<file path="config.mk">
export PLATFORM = sky130hd
export DESIGN_NAME = sha256_round
export DESIGN_NICKNAME = d
export VERILOG_FILES = /design/src/hdl/sha256_pkg.sv /design/src/hdl/sha256_round.sv
export SDC_FILE = /design/constraint.sdc
export NUM_CORES = 1
export LEC_CHECK = 0
export BUFFER_PORTS_ARGS = -buffer_cell sky130_fd_sc_hd__buf_2
export CAP_MARGIN = 20
export CORE_AREA = 3 3 270 272
export DETAILED_ROUTE_END_ITERATION = 7
export DIE_AREA = 0 0 273 275
export GPL_ROUTABILITY_DRIVEN = 1
export PLACE_DENSITY = 0.42
export SLEW_MARGIN = 20
export SYNTH_ARGS = -nofsm -noshare
export SYNTH_HDL_FRONTEND = slang
export SYNTH_SLANG_ARGS = --single-unit
</file>
<file path="constraint.sdc">
create_clock -name vclk -period 13.4
set_clock_uncertainty 0.05 [all_clocks]
set_input_delay 1.34 -clock vclk [all_inputs]
set_output_delay 1.34 -clock vclk [all_outputs]
set_load 0.02 [all_outputs]
</file>
<file path="src/hdl/sha256_pkg.sv">
package sha256_pkg;

   localparam int unsigned BlockBytes = 64;
   localparam int unsigned LenPos     = 56;
   localparam int unsigned Rounds     = 64;
   localparam logic [7:0]  PadMark    = 8'h80;

   localparam logic [2:0] ST_IDLE  = 3'd0;
   localparam logic [2:0] ST_ROUND = 3'd1;
   localparam logic [2:0] ST_FOLD  = 3'd2;
   localparam logic [2:0] ST_PAD   = 3'd3;
   localparam logic [2:0] ST_OUT   = 3'd4;

   typedef logic [31:0] word_type;

   // Working variables a..h as one group between the round unit and the sequencer.
   typedef struct packed {
      word_type a;
      word_type b;
      word_type c;
      word_type d;
      word_type e;
      word_type f;
      word_type g;
      word_type h;
   } vars_type;

   function automatic word_type iv_word(input logic [2:0] idx);
      word_type r;
      unique case (idx)
         3'd0: r = 32'h6a09e667;
         3'd1: r = 32'hbb67ae85;
         3'd2: r = 32'h3c6ef372;
         3'd3: r = 32'ha54ff53a;
         3'd4: r = 32'h510e527f;
         3'd5: r = 32'h9b05688c;
         3'd6: r = 32'h1f83d9ab;
         3'd7: r = 32'h5be0cd19;
         default: r = '0;
      endcase
      return r;
   endfunction

   function automatic vars_type iv_vars();
      vars_type v;
      v.a = iv_word(3'd0); v.b = iv_word(3'd1); v.c = iv_word(3'd2); v.d = iv_word(3'd3);
      v.e = iv_word(3'd4); v.f = iv_word(3'd5); v.g = iv_word(3'd6); v.h = iv_word(3'd7);
      return v;
   endfunction

   function automatic word_type k_word(input logic [5:0] idx);
      word_type r;
      unique case (idx)
         6'd0:  r = 32'h428a2f98; 6'd1:  r = 32'h71374491; 6'd2:  r = 32'hb5c0fbcf;
         6'd3:  r = 32'he9b5dba5; 6'd4:  r = 32'h3956c25b; 6'd5:  r = 32'h59f111f1;
         6'd6:  r = 32'h923f82a4; 6'd7:  r = 32'hab1c5ed5; 6'd8:  r = 32'hd807aa98;
         6'd9:  r = 32'h12835b01; 6'd10: r = 32'h243185be; 6'd11: r = 32'h550c7dc3;
         6'd12: r = 32'h72be5d74; 6'd13: r = 32'h80deb1fe; 6'd14: r = 32'h9bdc06a7;
         6'd15: r = 32'hc19bf174; 6'd16: r = 32'he49b69c1; 6'd17: r = 32'hefbe4786;
         6'd18: r = 32'h0fc19dc6; 6'd19: r = 32'h240ca1cc; 6'd20: r = 32'h2de92c6f;
         6'd21: r = 32'h4a7484aa; 6'd22: r = 32'h5cb0a9dc; 6'd23: r = 32'h76f988da;
         6'd24: r = 32'h983e5152; 6'd25: r = 32'ha831c66d; 6'd26: r = 32'hb00327c8;
         6'd27: r = 32'hbf597fc7; 6'd28: r = 32'hc6e00bf3; 6'd29: r = 32'hd5a79147;
         6'd30: r = 32'h06ca6351; 6'd31: r = 32'h14292967; 6'd32: r = 32'h27b70a85;
         6'd33: r = 32'h2e1b2138; 6'd34: r = 32'h4d2c6dfc; 6'd35: r = 32'h53380d13;
         6'd36: r = 32'h650a7354; 6'd37: r = 32'h766a0abb; 6'd38: r = 32'h81c2c92e;
         6'd39: r = 32'h92722c85; 6'd40: r = 32'ha2bfe8a1; 6'd41: r = 32'ha81a664b;
         6'd42: r = 32'hc24b8b70; 6'd43: r = 32'hc76c51a3; 6'd44: r = 32'hd192e819;
         6'd45: r = 32'hd6990624; 6'd46: r = 32'hf40e3585; 6'd47: r = 32'h106aa070;
         6'd48: r = 32'h19a4c116; 6'd49: r = 32'h1e376c08; 6'd50: r = 32'h2748774c;
         6'd51: r = 32'h34b0bcb5; 6'd52: r = 32'h391c0cb3; 6'd53: r = 32'h4ed8aa4a;
         6'd54: r = 32'h5b9cca4f; 6'd55: r = 32'h682e6ff3; 6'd56: r = 32'h748f82ee;
         6'd57: r = 32'h78a5636f; 6'd58: r = 32'h84c87814; 6'd59: r = 32'h8cc70208;
         6'd60: r = 32'h90befffa; 6'd61: r = 32'ha4506ceb; 6'd62: r = 32'hbef9a3f7;
         6'd63: r = 32'hc67178f2;
         default: r = '0;
      endcase
      return r;
   endfunction

endpackage

</file>
<file path="src/hdl/sha256_round.sv">
// One SHA-256 round: schedule word update and working variable step.
module sha256_round (
   input  sha256_pkg::vars_type v,
   input  sha256_pkg::word_type k,
   input  logic                 expand,
   input  sha256_pkg::word_type w_cur,
   input  sha256_pkg::word_type w_m2,
   input  sha256_pkg::word_type w_m7,
   input  sha256_pkg::word_type w_m15,
   output sha256_pkg::word_type w_out,
   output sha256_pkg::vars_type v_out
);

   sha256_pkg::word_type s0, s1, w, ch, maj, sig0, sig1, t1, t2;

   always_comb begin
      s1 = {w_m2[16:0], w_m2[31:17]} ^ {w_m2[18:0], w_m2[31:19]} ^ (w_m2 >> 10);
      s0 = {w_m15[6:0], w_m15[31:7]} ^ {w_m15[17:0], w_m15[31:18]} ^ (w_m15 >> 3);
      w  = expand ? (s1 + w_m7 + s0 + w_cur) : w_cur;
      sig1 = {v.e[5:0], v.e[31:6]} ^ {v.e[10:0], v.e[31:11]} ^ {v.e[24:0], v.e[31:25]};
      sig0 = {v.a[1:0], v.a[31:2]} ^ {v.a[12:0], v.a[31:13]} ^ {v.a[21:0], v.a[31:22]};
      ch   = (v.e & v.f) ^ (~v.e & v.g);
      maj  = (v.a & v.b) ^ (v.a & v.c) ^ (v.b & v.c);
      t1   = v.h + sig1 + ch + k + w;
      t2   = sig0 + maj;
      w_out = w;
      v_out.a = t1 + t2;
      v_out.b = v.a;
      v_out.c = v.b;
      v_out.d = v.c;
      v_out.e = v.d + t1;
      v_out.f = v.e;
      v_out.g = v.f;
      v_out.h = v.g;
   end

endmodule

</file>
==> flow_summary.yaml <==
finish:
  fillers: 7867
  syn_to_final_growth_pct: 21.9
  nClkBuffers: 0
  layout-drive-gt1-share_pct: 32.7
  regArea_um2: 0
  flops_and_latches: 0
  finalNetCount: 3109
floorplan:
  die_x_um: 273
  rows: 98
  pin_count: 705
  initial_core_util_pct: 21.7
  die_area_um2: 75100
  coreArea_um2: 71000
  die_y_um: 275
synth:
  synth.distinct_cells: 66
  synthesis.nets: 2596
  yosys.area.top_type: "fa_1"
  avgSynthCellArea_um2: 8.26
  synth_area_um2: 15400
  ys_seq_area_share_pct: 0
  synth.area.top_cells: "fa_1 24%, xnor2_1 15%, ha_1 10%, buf_4 9.3%, inv_1 8.1%"
  yosysWarnings: 0
  synth.top_cell.area_share_pct: 24.3
  syn_inst: 1868
global_routing:
  grt_use_total_pct: 20.4
  grt_max_degree: 35
  overflow: 0
  grt_pass1_wl_mm: 110
  grt_antenna_before_repair: 23
  grt_pass1_vias: 15600
drt:
  dr_total_vias: 14400
  via_per_inst: 4.31
  drt_wl_total_mm: 80.3
  drc_errors: 0
  drtIter0Drc: 429
  firstDrtPassIters: 5
  ant_nets: 0
  routedWlPerCell_um: 24.1
sta:
  setup_viol: 0
  slew_violations: 0
  fin_crit_sh_pct: 96.1
  worstMarginPinSlew_ps: 670
  rsz0062_at_grt: "no"
  finalHoldViolations: 0
  clock.fmax_mhz: 77.6
  fin_crit_ps: 12880
  max_slew_margin_pct: 55.0
  finalSetupTns_ps: 0
setup_path:
  endpoint: "v_out[252]"
  critical_path.top_delay_family: "adder cells"
  crit_start: "w_m15[9]"
  cp-start-kind: "input pin"
  crit_fanout: 4
  path_class: "in2out"
  worst_path_max_delay_cell: "fa_1"
  cp.depth: 40
  end_kind: "output pin"
  path_common_cell: "fa_1"
  required_ps: 12010
  cp.arrival_ps: 11490
  critical_path.max_stage_delay_ps: 520
  path_buf_inv: 4
placed_design:
  dpl.hpwl_mm: 75.3
  place_congestion: 0.913
  port_buffers: 705
min_path:
  min_path_type: "in2out"
run:
  max_cap_viol_count: 0
run_status:
  run_status: "completed"
[timing repair]
| item | in CTS | in global routing |
|---|---|---|
| setup endpoints to repair | 0 | 7 |
| buffers inserted | 0 | 1 |
| gates resized for setup | 0 | 9 |
| hold buffers | 0 | 0 |
[cell type report]
class	count	area, µm²	area share, %
multi-input cells	1329	12700	67.7
inverters	334	1250	6.67
diodes	7	17.5	0.0931
well taps	950	1190	6.32
repair buffers	716	3610	19.2
[cells in the mapped netlist (all sizes together) (4+ instances only)]
cell type,count
a311oi,4
xor2,90
a21boi,12
xnor2,270
fa,187
a31oi,5
o21bai,15
maj3,19
nand4,6
or3,7
o21ai,73
buf,192
o21a,14
nor4,4
and2,5
nand2,57
and3,21
nor2,59
inv,334
ha,124
nand2b,13
mux2i,19
mux2,35
o211ai,5
o31ai,9
a21o,67
nor2b,15
nor3,14
a211oi,12
a21oi,109
clkbuf,13
nand3,18
[worst min-delay path by stage]
stage          startpoint         to  slack (ps)  cells after the start
2_1_floorplan      expand  w_out[31]        2710                      1
3_3_place_gp        v[90]  v_out[58]        2860                      2
3_5_place_dp        v[48]  v_out[16]        2860                      2
4_1_cts             v[58]  v_out[26]        2860                      2
5_1_grt             v[90]  v_out[58]        2870                      2
6_report            v[58]  v_out[26]        2860                      2
[kinds of logic after synthesis]
family,after synthesis,synth area share (%)
AND/OR/NAND/NOR,233,7.55
AO/OA/AOI/OAI,352,14.9
XOR/XNOR,360,20.4
buffers and inverters,539,17.8
multiplexers,54,3.79
adder cells (fa/ha/maj),330,35.5
[per-layer routing]
layer | share of wire, % | track usage (%)
met4 | 1.8 | 2.65
met3 | 5.0 | 2.85
met1 | 38 | 22.3
met2 | 55 | 42.0
met5 | 0.19 | 0
[through the flow]
stage,area (µm²),worst slack (ps),utilization (%),hold slack (ps),cells
detailed placement,18700,303,26.4,2860,3328
CTS,18700,280,26.4,2860,3328
global route,18800,23.1,26.5,2870,3332
global placement,18700,367,26.4,2860,3328
floorplan,15400,1640,-,2710,1868
finish,18800,517,26.5,2860,3336
[cells in the final DEF, fill, tap and decap left out, types with 5 or more instances in the layout]
cell / n
nand2_1: 57
xnor2_1: 267
nand2b_1: 13
o21a_1: 14
maj3_1: 19
ha_1: 124
inv_1: 334
diode_2: 7
o31ai_1: 8
nand4_1: 5
and3_1: 21
a21o_1: 67
fa_1: 187
nor3_1: 14
a211oi_1: 9
a21oi_1: 104
buf_2: 705
mux2i_1: 19
nor2_1: 59
buf_4: 11
mux2_2: 35
nor2b_1: 15
a21boi_0: 11
o21ai_0: 64
nand3_1: 18
a21oi_2: 5
o21bai_1: 14
or3_1: 6
and2_1: 5
xor2_1: 89
o21ai_1: 8
Power is not shown: default switching activity piles up to over one toggle a cycle in this logic, so the estimate is an artifact.
